--- src/hcbd_pkg.sv ---
// ----------------------------------------------------------------------------
// hcbd_pkg
// Shared constants, types and helpers for the Hill cipher block decryptor.
// ----------------------------------------------------------------------------
package hcbd_pkg;

  localparam int LETTER_W       = 5;
  localparam int MODULUS        = 26;
  localparam int DATA_W         = 8;
  localparam int BLOCK_SIZE_DEF = 4;
  localparam int KEY_ROWS       = 4;
  localparam int KEY_W          = 20;
  localparam int KEY_IDX_W      = 2;

  // Dot product of one key row with a block: 4 * 25 * 25 = 2500 at most.
  localparam int ACC_W          = 12;
  // Quotient by 26 through a scaled reciprocal, exact for every dot-product sum (2500 at most).
  localparam int RECIP          = 2521;
  localparam int RECIP_SHIFT    = 16;
  localparam int PROD_W         = 24;
  localparam int Q_W            = 7;

  // Configuration register indexes
  localparam logic [KEY_IDX_W-1:0] REG_ROW0 = 2'd0;
  localparam logic [KEY_IDX_W-1:0] REG_ROW1 = 2'd1;
  localparam logic [KEY_IDX_W-1:0] REG_ROW2 = 2'd2;
  localparam logic [KEY_IDX_W-1:0] REG_ROW3 = 2'd3;

  localparam logic [KEY_W-1:0] ROW0_RESET = 20'd1;
  localparam logic [KEY_W-1:0] ROW1_RESET = 20'd32;
  localparam logic [KEY_W-1:0] ROW2_RESET = 20'd1024;
  localparam logic [KEY_W-1:0] ROW3_RESET = 20'd32768;

  typedef logic [LETTER_W-1:0] letter_t;
  typedef logic [KEY_ROWS-1:0][KEY_W-1:0] key_rows_t;

  typedef struct packed {
    logic full;
    logic empty;
  } q_stat_t;

  // Fold a 5-bit value into 0..25.
  function automatic letter_t reduce_letter(input letter_t v);
    return (v >= letter_t'(MODULUS)) ? v - letter_t'(MODULUS) : v;
  endfunction

endpackage

--- src/hcbd_front.sv ---
// ----------------------------------------------------------------------------
// hcbd_front
// Collects ciphertext letters and pushes each completed block to the queue.
// ----------------------------------------------------------------------------
module hcbd_front #(
  parameter int BLOCK_SIZE = hcbd_pkg::BLOCK_SIZE_DEF
) (
  input  logic                                       clk,
  input  logic                                       rst,
  input  logic                                       in_valid,
  output logic                                       in_ready,
  input  hcbd_pkg::letter_t                          in_letter,
  input  hcbd_pkg::q_stat_t                          q_stat,
  output logic                                       push,
  output logic [BLOCK_SIZE*hcbd_pkg::LETTER_W-1:0]   push_block
);

  localparam int FILL_W = $clog2(BLOCK_SIZE);
  localparam int LW     = hcbd_pkg::LETTER_W;

  logic [FILL_W-1:0]    fill;
  hcbd_pkg::letter_t    held [BLOCK_SIZE-1];
  hcbd_pkg::letter_t    letter;
  logic                 accept;
  logic                 closing;

  assign letter   = hcbd_pkg::reduce_letter(in_letter);
  assign closing  = (fill == FILL_W'(BLOCK_SIZE - 1));
  // Letters that only fill the buffer never wait on the queue.
  assign in_ready = !closing || !q_stat.full;
  assign accept   = in_valid && in_ready;
  assign push     = accept && closing;

  always_comb begin
    for (int k = 0; k < BLOCK_SIZE - 1; k++) begin
      push_block[k*LW +: LW] = held[k];
    end
    push_block[(BLOCK_SIZE-1)*LW +: LW] = letter;
  end

  always_ff @(posedge clk) begin
    if (rst) begin
      fill <= '0;
    end else if (accept) begin
      fill <= closing ? '0 : fill + FILL_W'(1);
    end
  end

  // Shift line: the first letter of a block ends up in held[0].
  always_ff @(posedge clk) begin
    if (accept) begin
      for (int j = 0; j < BLOCK_SIZE - 2; j++) begin
        held[j] <= held[j+1];
      end
      held[BLOCK_SIZE-2] <= letter;
    end
  end

`ifndef SYNTH
  a_fill_range: assert property (@(posedge clk) disable iff (rst)
    fill <= FILL_W'(BLOCK_SIZE - 1))
    else $error("fill count beyond block size");
`endif

endmodule

--- src/hcbd_queue.sv ---
// ----------------------------------------------------------------------------
// hcbd_queue
// Two-entry block queue between the letter collector and the row engine.
// ----------------------------------------------------------------------------
module hcbd_queue #(
  parameter int WIDTH = hcbd_pkg::BLOCK_SIZE_DEF * hcbd_pkg::LETTER_W
) (
  input  logic              clk,
  input  logic              rst,
  input  logic              push,
  input  logic [WIDTH-1:0]  push_data,
  input  logic              pop,
  output logic [WIDTH-1:0]  pop_data,
  output hcbd_pkg::q_stat_t stat
);

  logic [WIDTH-1:0] slot [2];
  logic             wr_ptr;
  logic             rd_ptr;
  logic [1:0]       count;

  assign stat.full  = (count == 2'd2);
  assign stat.empty = (count == 2'd0);
  assign pop_data   = slot[rd_ptr];

  always_ff @(posedge clk) begin
    if (rst) begin
      wr_ptr <= 1'b0;
      rd_ptr <= 1'b0;
      count  <= 2'd0;
    end else begin
      if (push) begin
        wr_ptr <= ~wr_ptr;
      end
      if (pop) begin
        rd_ptr <= ~rd_ptr;
      end
      case ({push, pop})
        2'b10:   count <= count + 2'd1;
        2'b01:   count <= count - 2'd1;
        default: count <= count;
      endcase
    end
  end

  always_ff @(posedge clk) begin
    if (push) begin
      slot[wr_ptr] <= push_data;
    end
  end

`ifndef SYNTH
  a_no_overflow: assert property (@(posedge clk) disable iff (rst)
    push |-> !stat.full)
    else $error("push into full block queue");
  a_no_underflow: assert property (@(posedge clk) disable iff (rst)
    pop |-> !stat.empty)
    else $error("pop from empty block queue");
`endif

endmodule

--- src/hcbd_back.sv ---
// ----------------------------------------------------------------------------
// hcbd_back
// Row engine: a key row per unstalled cycle; dot product mod 26 in 3 stages.
// ----------------------------------------------------------------------------
module hcbd_back #(
  parameter int BLOCK_SIZE = hcbd_pkg::BLOCK_SIZE_DEF
) (
  input  logic                                     clk,
  input  logic                                     rst,
  input  hcbd_pkg::key_rows_t                      key_rows,
  input  hcbd_pkg::q_stat_t                        q_stat,
  input  logic [BLOCK_SIZE*hcbd_pkg::LETTER_W-1:0] head_block,
  output logic                                     pop,
  output logic                                     out_valid,
  input  logic                                     out_ready,
  output hcbd_pkg::letter_t                        out_letter,
  output logic                                     out_last
);

  localparam int ROW_W = $clog2(BLOCK_SIZE);
  localparam int LW    = hcbd_pkg::LETTER_W;
  localparam int AW    = hcbd_pkg::ACC_W;
  localparam int PW    = hcbd_pkg::PROD_W;

  logic [ROW_W-1:0]               row;
  logic                           row_last;
  logic                           advance;
  logic                           issue;
  logic [hcbd_pkg::KEY_W-1:0]     key_sel;
  hcbd_pkg::letter_t              entry;
  logic [AW-1:0]                  acc;
  logic [PW-1:0]                  prod;
  logic [AW-1:0]                  rem_wide;

  logic                           s1_valid;
  logic [AW-1:0]                  s1_acc;
  logic                           s1_last;
  logic                           s2_valid;
  logic [AW-1:0]                  s2_acc;
  logic [hcbd_pkg::Q_W-1:0]       s2_q;
  logic                           s2_last;

  assign row_last = (row == ROW_W'(BLOCK_SIZE - 1));
  assign advance  = !out_valid || out_ready;
  assign issue    = advance && !q_stat.empty;
  assign pop      = issue && row_last;

  // Stage 1: dot product of the selected key row with the head block.
  always_comb begin
    key_sel = key_rows[hcbd_pkg::KEY_IDX_W'(row)];
    acc     = '0;
    entry   = '0;
    for (int k = 0; k < BLOCK_SIZE; k++) begin
      entry = hcbd_pkg::reduce_letter(key_sel[k*LW +: LW]);
      acc   = acc + AW'(entry) * AW'(head_block[k*LW +: LW]);
    end
  end

  // Stage 2: quotient by 26 via reciprocal; stage 3: remainder.
  assign prod     = PW'(s1_acc) * PW'(hcbd_pkg::RECIP);
  assign rem_wide = s2_acc - AW'(s2_q) * AW'(hcbd_pkg::MODULUS);

  always_ff @(posedge clk) begin
    if (rst) begin
      row       <= '0;
      s1_valid  <= 1'b0;
      s2_valid  <= 1'b0;
      out_valid <= 1'b0;
    end else begin
      if (issue) begin
        row <= row_last ? '0 : row + ROW_W'(1);
      end
      if (advance) begin
        s1_valid  <= issue;
        s2_valid  <= s1_valid;
        out_valid <= s2_valid;
      end
    end
  end

  always_ff @(posedge clk) begin
    if (advance) begin
      s1_acc     <= acc;
      s1_last    <= row_last;
      s2_acc     <= s1_acc;
      s2_q       <= prod[hcbd_pkg::RECIP_SHIFT +: hcbd_pkg::Q_W];
      s2_last    <= s1_last;
      out_letter <= rem_wide[LW-1:0];
      out_last   <= s2_last;
    end
  end

`ifndef SYNTH
  a_letter_range: assert property (@(posedge clk) disable iff (rst)
    out_valid |-> (out_letter < hcbd_pkg::letter_t'(hcbd_pkg::MODULUS)))
    else $error("plaintext letter out of range");
`endif

endmodule

--- src/hill_cipher_block_decrypt.sv ---
// ----------------------------------------------------------------------------
// hill_cipher_block_decrypt
// Streaming Hill cipher decryptor: BLOCK_SIZE ciphertext letters in, the
// same number of plaintext letters out, multiplied by the inverse key mod 26.
// ----------------------------------------------------------------------------
// Letters (A=0 .. Z=25) enter one per cycle on the s_ group while s_tready
// is high. The collector buffers the first BLOCK_SIZE-1 letters of a
// block; the last letter pushes the whole block into a two-entry queue.
// The row engine pops blocks and produces one plaintext letter per cycle
// (one key row each) unless m_tready stalls it, through a three-stage
// pipeline: dot product, reciprocal quotient, remainder. A block takes
// BLOCK_SIZE input and BLOCK_SIZE output letters, so the block sustains
// one letter per cycle on both sides when not stalled. With the row engine
// idle and the output not stalled, a block's final ciphertext letter goes
// into a queue slot and the first plaintext letter then passes the s1, s2
// and output registers. m_tlast marks the last letter of each block.
// The inverse key lives in four 20-bit rows written on the cfg_ port (entry
// k at bits 5k+4..5k, values above 25 folded mod 26); reset gives the
// identity. Write the key only while no block is in flight.
// ----------------------------------------------------------------------------
module hill_cipher_block_decrypt #(
  parameter int BLOCK_SIZE = hcbd_pkg::BLOCK_SIZE_DEF
) (
  input  logic                              clk,
  input  logic                              rst,
  // Ciphertext stream
  input  logic                              s_tvalid,
  output logic                              s_tready,
  input  logic [hcbd_pkg::DATA_W-1:0]       s_tdata,   // [4:0] cipher_letter
  // Plaintext stream
  output logic                              m_tvalid,
  input  logic                              m_tready,
  output logic [hcbd_pkg::DATA_W-1:0]       m_tdata,   // [4:0] plain_letter
  output logic                              m_tlast,   // last_of_block
  // Key write channel
  input  logic                              cfg_valid,
  output logic                              cfg_ready,
  input  logic [hcbd_pkg::KEY_IDX_W-1:0]    cfg_index,
  input  logic [hcbd_pkg::KEY_W-1:0]        cfg_data
);

  localparam int BLK_W = BLOCK_SIZE * hcbd_pkg::LETTER_W;

  hcbd_pkg::key_rows_t   key_rows;
  hcbd_pkg::q_stat_t     q_stat;
  logic                  push;
  logic [BLK_W-1:0]      push_block;
  logic                  pop;
  logic [BLK_W-1:0]      head_block;
  hcbd_pkg::letter_t     plain_letter;

  // Key rows: take a write every cycle.
  assign cfg_ready = 1'b1;

  always_ff @(posedge clk) begin
    if (rst) begin
      key_rows[0] <= hcbd_pkg::ROW0_RESET;
      key_rows[1] <= hcbd_pkg::ROW1_RESET;
      key_rows[2] <= hcbd_pkg::ROW2_RESET;
      key_rows[3] <= hcbd_pkg::ROW3_RESET;
    end else if (cfg_valid && cfg_ready) begin
      unique case (cfg_index)
        hcbd_pkg::REG_ROW0: key_rows[0] <= cfg_data;
        hcbd_pkg::REG_ROW1: key_rows[1] <= cfg_data;
        hcbd_pkg::REG_ROW2: key_rows[2] <= cfg_data;
        hcbd_pkg::REG_ROW3: key_rows[3] <= cfg_data;
        default: ;
      endcase
    end
  end

  // Front: collect letters, hand off whole blocks.
  hcbd_front #(
    .BLOCK_SIZE(BLOCK_SIZE)
  ) u_front (
    .clk        (clk),
    .rst        (rst),
    .in_valid   (s_tvalid),
    .in_ready   (s_tready),
    .in_letter  (s_tdata[hcbd_pkg::LETTER_W-1:0]),
    .q_stat     (q_stat),
    .push       (push),
    .push_block (push_block)
  );

  // Queue: decouple collection from row processing.
  hcbd_queue #(
    .WIDTH(BLK_W)
  ) u_queue (
    .clk       (clk),
    .rst       (rst),
    .push      (push),
    .push_data (push_block),
    .pop       (pop),
    .pop_data  (head_block),
    .stat      (q_stat)
  );

  // Back: one plaintext letter per key row.
  hcbd_back #(
    .BLOCK_SIZE(BLOCK_SIZE)
  ) u_back (
    .clk        (clk),
    .rst        (rst),
    .key_rows   (key_rows),
    .q_stat     (q_stat),
    .head_block (head_block),
    .pop        (pop),
    .out_valid  (m_tvalid),
    .out_ready  (m_tready),
    .out_letter (plain_letter),
    .out_last   (m_tlast)
  );

  // Pad the letter up to a whole byte.
  assign m_tdata = {(hcbd_pkg::DATA_W - hcbd_pkg::LETTER_W)'(0), plain_letter};

endmodule
--- config.mk ---
export PLATFORM = sky130hd
export DESIGN_NAME = hill_cipher_block_decrypt
export DESIGN_NICKNAME = d
export VERILOG_FILES = /design/src/hcbd_pkg.sv /design/src/hcbd_front.sv /design/src/hcbd_queue.sv /design/src/hcbd_back.sv /design/src/hill_cipher_block_decrypt.sv
export SDC_FILE = /design/constraint.sdc
export NUM_CORES = 1
export LEC_CHECK = 0
export ABC_CLOCK_PERIOD_IN_PS = 13750
export BUFFER_PORTS_ARGS = -buffer_cell sky130_fd_sc_hd__buf_2
export CAP_MARGIN = 20
export CELL_PAD_IN_SITES_DETAIL_PLACEMENT = 0
export CELL_PAD_IN_SITES_GLOBAL_PLACEMENT = 1
export CORE_AREA = 2 2 186 188
export DETAILED_ROUTE_END_ITERATION = 8
export DIE_AREA = 0 0 188 190
export PLACE_DENSITY = 0.72
export SYNTH_ARGS = -nofsm -noshare
export SYNTH_HDL_FRONTEND = slang
export SYNTH_HIERARCHICAL = 1
export SYNTH_SLANG_ARGS = --single-unit
--- constraint.sdc ---
create_clock -name clk -period 13.75 [get_ports clk]
set_input_delay 0.6875 -clock clk [delete_from_list [all_inputs] [get_ports clk]]
set_output_delay 0.6875 -clock clk [all_outputs]
set_load 0.1 [all_outputs]
# Word-level counts from Yosys, hierarchy flattened
# Memories as Yosys holds them, arrays and structs flattened. A register that Yosys moved wholly into a read port is not among the register bits.
# Cells that the tools add are included.
# word_totals
ff_bits	123
ramBits	55
output_inout_bits	12
memories	2
# op_classes
n_addsub	13
multipliers	6
magnitude_cmp	6
n_eq_ne	8
n_mux	16
bitwise	2
n_reduce_logical	17
# mem_list
name	depth	word_bits	rd	rd_ports_with_merged_regs	wr	line	source
u_queue.slot	2	20	1	1	1	hcbd_queue.sv:17	logic [WIDTH-1:0] slot [2];
u_front.held	3	5	3	0	3	hcbd_front.sv:22	hcbd_pkg::letter_t held [BLOCK_SIZE-1];
# ops
operator	n
$bmux 20 s2	1
$mul 5x5->10	4
$ge 5x5->1 const B	5
$mux 5	5
$sub 5x5->5 const B	5
$add 12x10->12	2
$mul 12x12->23 const B	1
$mux 20	1
$eq 2x2->1 const B	6
$add 10x10->11	1
$reduce_and 2->1	4
$mul 7x4->4 const B	1
$add 2x1->2 const B	3
$mux 1	6
$sub 5x5->5	1
$eq 2x1->1 const B	2
$logic_and 1x1->1	4
$logic_not 1->1	4
$logic_not 2->1	2
$mux 2	2
$pmux 2 s2	1
$lt 2x3->1 const B	1
$logic_or 1x1->1	2
$not 1->1	2
2 further kinds	2

# Logic depth before layout (Yosys ltp)
# depth
word_depth	8
ltp_mapped	33
ltp_nobuf	32

# Cells and area by module
# Netlist, hierarchy kept.
# by_module_without_submodules
mod	n_inst	cells_per_inst	area_per_inst_um2
hcbd_back	1	783	7815.0
hill_cipher_block_decrypt	1	295	3213.1
hcbd_queue	1	84	1641.6
hcbd_front	1	41	655.6

# Worst setup path before layout
# Ideal clock, no wire load.
# synth_timing
kind	register to register
startpoint	register u_back.row[0]
endpoint	register u_back.s1_acc[11] (data pin)
setup_ps	258
arrival_ps	8405
required_ps	13492
path_slack_ps	5087
stages_incl_launch_ff	31
period_less_slack_ps	8663
path_cell_list	dfxtp_1 -> buf_4 -> mux4_2 -> inv_1 -> ha_1 -> inv_1 -> and3_1 -> a21oi_2 -> nand2b_1 -> fa_1 -> fa_1 -> fa_1 -> fa_1 -> inv_1 -> fa_1 -> ha_1 -> and3_1 -> a221o_1 -> nor2_1 -> xnor2_1 -> ha_1 -> inv_1 -> fa_1 -> fa_1 -> inv_1 -> ha_1 -> and3_1 -> a221o_1 -> or4_1 -> a31oi_1 -> xnor2_1
# synth_via
elab_chain_cells	8
# synth_rtl
element	line	source
start: declaration	hcbd_back.sv:25	logic [ROW_W-1:0] row;
start signal: assignment	hcbd_back.sv:71	row <= row_last ? '0 : row + ROW_W'(1);
$bmux 20 s2 *	hcbd_back.sv:50	key_sel = key_rows[hcbd_pkg::KEY_IDX_W'(row)];
$mux 20 (not written as such) *	hcbd_back.sv:50	
$sub 5x5->5 or $ge 5x5->1 (tied branches)	hcbd_pkg.sv:44	return (v >= letter_t'(MODULUS)) ? v - letter_t'(MODULUS) : v;
$mux 5	hcbd_pkg.sv:44	
$mul 5x5->10	hcbd_back.sv:55	acc = acc + AW'(entry) * AW'(head_block[k*LW +: LW]);
$add 10x10->11	hcbd_back.sv:55	
$add 12x10->12	hcbd_back.sv:55	
$add 12x10->12 *	hcbd_back.sv:55	
via u_back.acc[11]	hcbd_back.sv:31	logic [AW-1:0] acc;
end signal: assignment	hcbd_back.sv:83	s1_acc <= acc;
end: declaration	hcbd_back.sv:36	logic [AW-1:0] s1_acc;
# The timed path passes the listed nets; every way through them passes the cells marked *. The select of a mux whose other input is x is not followed.
# A chain may end at the register's enable or synchronous reset.

# Worst setup path in the final report
# Ends and elaborated chain as after synthesis.

==> impl_results.md <==
- Root Buffer Master: clkbuf_16
- Internal: 1.56 mW
- Worst-margin pin slew: approximately 1.0 ns
- DR vias: 8,086
- Std-Cell Rows: 68
- Synth Register Bits: 176
- Chip Width: 188 um
- Synthesis-to-layout area growth: 9.43%
- Post-synth ARST share: 0%
- Final hold vios: 0
- Post-CTS sizing: 0
- Vias in the first global route: 8,428
- Worst setup path start: u_back/row[0]$_SDFFE_PP0P_
- Crit. End Element: flop
- Comb pwr share: 58.0%
- Setup CP Type: reg -> reg
- H-Tree Depth: 4
- Commonest cells in the netlist: inv_1 (190), ha_1 (138), fa_1 (114)
- Wire per inst: 14.4 um
- CP Launch Type: flop
- Storage element area: 0.00436 mm^2
- Peak supply drop: 0.000153 V
- Drt pass-1 iters: 4
- Fill count: 3,205
- Final instance area: between 0.01 and 0.015 mm^2
- Hold Buf Count CTS: 0
- First-pass GRT wire length: 41,800 um
- Final min period: 9.35 ns
- Number of synthesized flops with an enable pin: 84
- Synth warn: 6
- Final period util: between 60% and 70%
- Main synth FF type: dfxtp_1
- Multi-input gate area: 0.00808 mm^2
- Pre-CTS setup slack: 4.29 ns
- Post-DP Area: 0.0140 mm^2
- Gpl congestion: 0.753
- Critical path's most frequent cell: fa_1
- Antenna diode count: 0
- Cell Pwr Density: ~190 mW/mm^2
- Starting density of the core: about two fifths
- Pins Over Slew Limit: 0
- IO buf count: 39
- Clk_skew: 0.0108 ns
- DRT iter0 DRCs: 267
- Io pins: 47
- Area contributors post-synth: edfxtp_1 (19%), fa_1 (17%), dfxtp_1 (14%), ha_1 (13%), mux2i_1 (6.2%)
- Synth top area share: 18.9%
- Skew-Pair Late Insertion Delay: 0.44 ns
- LEAKAGE: 6.72 nW
- CTS clk-pin slew, worst paths: 0.07 ns
- Clock network fraction of total power: 17.4%
- Worst Path Max Fanout: 23
- CP peak stage delay: 0.64 ns
- Switching Power: 1.18 mW
- DRT Wirelength: 24,500 um
- Largest net degree at the start of global routing: 75
- Clock Sinks: 176
- Mapped Cells: ~1,200
- Die area: between 0.03 and 0.04 mm^2
- Reg power frac: 24.6%
- Syn Area/Cell: 11.1 um^2
- DRC Markers: 0
- Cell area after synthesis: 0.0133 mm^2
- Nets: 1,528
- Overall Global Routing Usage: 14.7%
- Dpl hpwl: ~19,000 um
- Sequential-to-total area share from yosys stat: 32.8%
- Slowest cell on crit path: mux4_2
- Total grt overflow: 0
- Switching Fraction: 43.0%
- Setup repair bufs after CTS: 0
- Reg2reg start: u_back/row[0]$_SDFFE_PP0P_
- Die height: 190 um
- CTS Buffer Depth: 2
- Most common cell in the netlist: inv_1
- CTS tree: yes
- Hold Crit Class: reg -> reg
- Maxcap violations: 0
- Core ar.: between 0.03 and 0.04 mm^2
- Crit path max-delay family: adder cells
- Fmax: 0.107 GHz
- Req. time, crit path: 13.94 ns
- Worst Path Buf+Inv: 6
- Distinct cells, synth: 54
- Fin Setup TNS: 0 ns
- Hold Startpoint: u_back/s2_acc[0]$_DFFE_PN_
- Antenna Nets Post-Route: 0
- Slew headroom: 31.3%
- Setup violators final: 0
- Cells after DPL: 1,677
- Synth area leader: edfxtp_1
- PnR worst setup slack: 4.40 ns
- Share of cells above drive strength 1: between 10% and 20%
- Status: finished, final reports clean
- CTS buffer count: 17
- RSZ-0062 raised after global routing: no
- Non-Filler Instances: between 1,500 and 2,000
- WP data arrival: 9.54 ns
- DR vias/cell: 4.73
- Initial antenna violation count: 0
==> layout make-up <==
type | instances | share of cell area [%]
Multi-Input combinational cell | 807 | 55.4
Sequential cell | 176 | 29.9
Inverter | 191 | 4.92
Tap cell | 455 | 3.90
Clock buffer | 17 | 2.92
Timing Repair Buffer | 48 | 1.80
Clock inverter | 15 | 1.11
==> kinds of logic (layout without fill, tap and decap cells) <==
kind of cell	after synthesis	in the layout	synth area share [%]
simple gates	295	295	12.1
buf+inv	222	271	6.66
xor+xnor	31	31	2.04
other cells	2	4	0.0564
flops	176	176	32.8
compound gates	103	103	5.05
fa+ha+maj	252	252	30.1
mux	122	122	11.2
==> state kept, by name, summed over array words and instances, names as in the netlist, 4 cells and up, named ones only <==
register / flops
u_front/held: 15
key_rows: 80
u_back/s1_acc: 12
u_back/s2_acc: 5
u_back/out_letter: 5
u_queue/slot: 40
u_back/s2_q: 4
==> cells in the final DEF, fill, tap and decap left out, drive strengths merged, types with 13 or more instances in the layout <==
cell type  instances
a21oi             22
and2              44
buf               48
clkbuf            17
dfxtp             92
edfxtp            84
fa               114
ha               138
inv              199
mux2              20
mux2i             82
mux4              20
nand2             34
nand2b           106
nor2              66
nor2b             13
o21a              13
o21ai             34
xnor2             25
==> through the flow <==
step | util [%] | power, mW | hold slack [ns]
floorplan | - | 1.97 | 0.400
global placement | 41.2 | 2.28 | 0.404
detailed placement | 41.2 | 2.29 | 0.406
CTS | 43.0 | 2.79 | 0.423
global route | 43.0 | 3.07 | 0.431
finish | 43.0 | 2.74 | 0.423
==> worst reg2reg max path, delay by kind of cell (launching register included) <==
family	cells	cell delay, ns
adders and majority gates	11	4.65
AOI/OAI and AO/OA	4	1.40
and+or+nand+nor	5	1.10
buffers and inverters	6	0.71
muxes	1	0.67
DFF	1	0.32
xor gates and xnor gates	2	0.26
==> metal layers <==
layer,wire length (um),global-route usage (%),vias to the layer above
met5,0,0,-
met4,443,4.72,0
met3,624,2.29,23
met2,11800,25.5,86
met1,11700,18.8,3927
li1,-,-,4050
==> power groups by stage <==
stage	combinational [mW]	clock, mW	sequential, mW
final	1.59	0.476	0.672
after CTS	1.62	0.488	0.674
after floorplan	1.25	0	0.713
after detailed placement	1.60	0	0.686
after global placement	1.59	0	0.685
after global routing	1.88	0.510	0.680
==> worst paths after layout <==
path,end,slack (ns),cells past startpoint
max,u_back/s1_acc[11]$_DFFE_PN_,4.40,29
min reg2reg,u_back/out_letter[0]$_DFFE_PN_,0.42,0
min,u_back/out_letter[0]$_DFFE_PN_,0.42,0
max reg2reg,u_back/s1_acc[11]$_DFFE_PN_,4.40,29
Note: power is estimated with default switching activity, not from simulation.
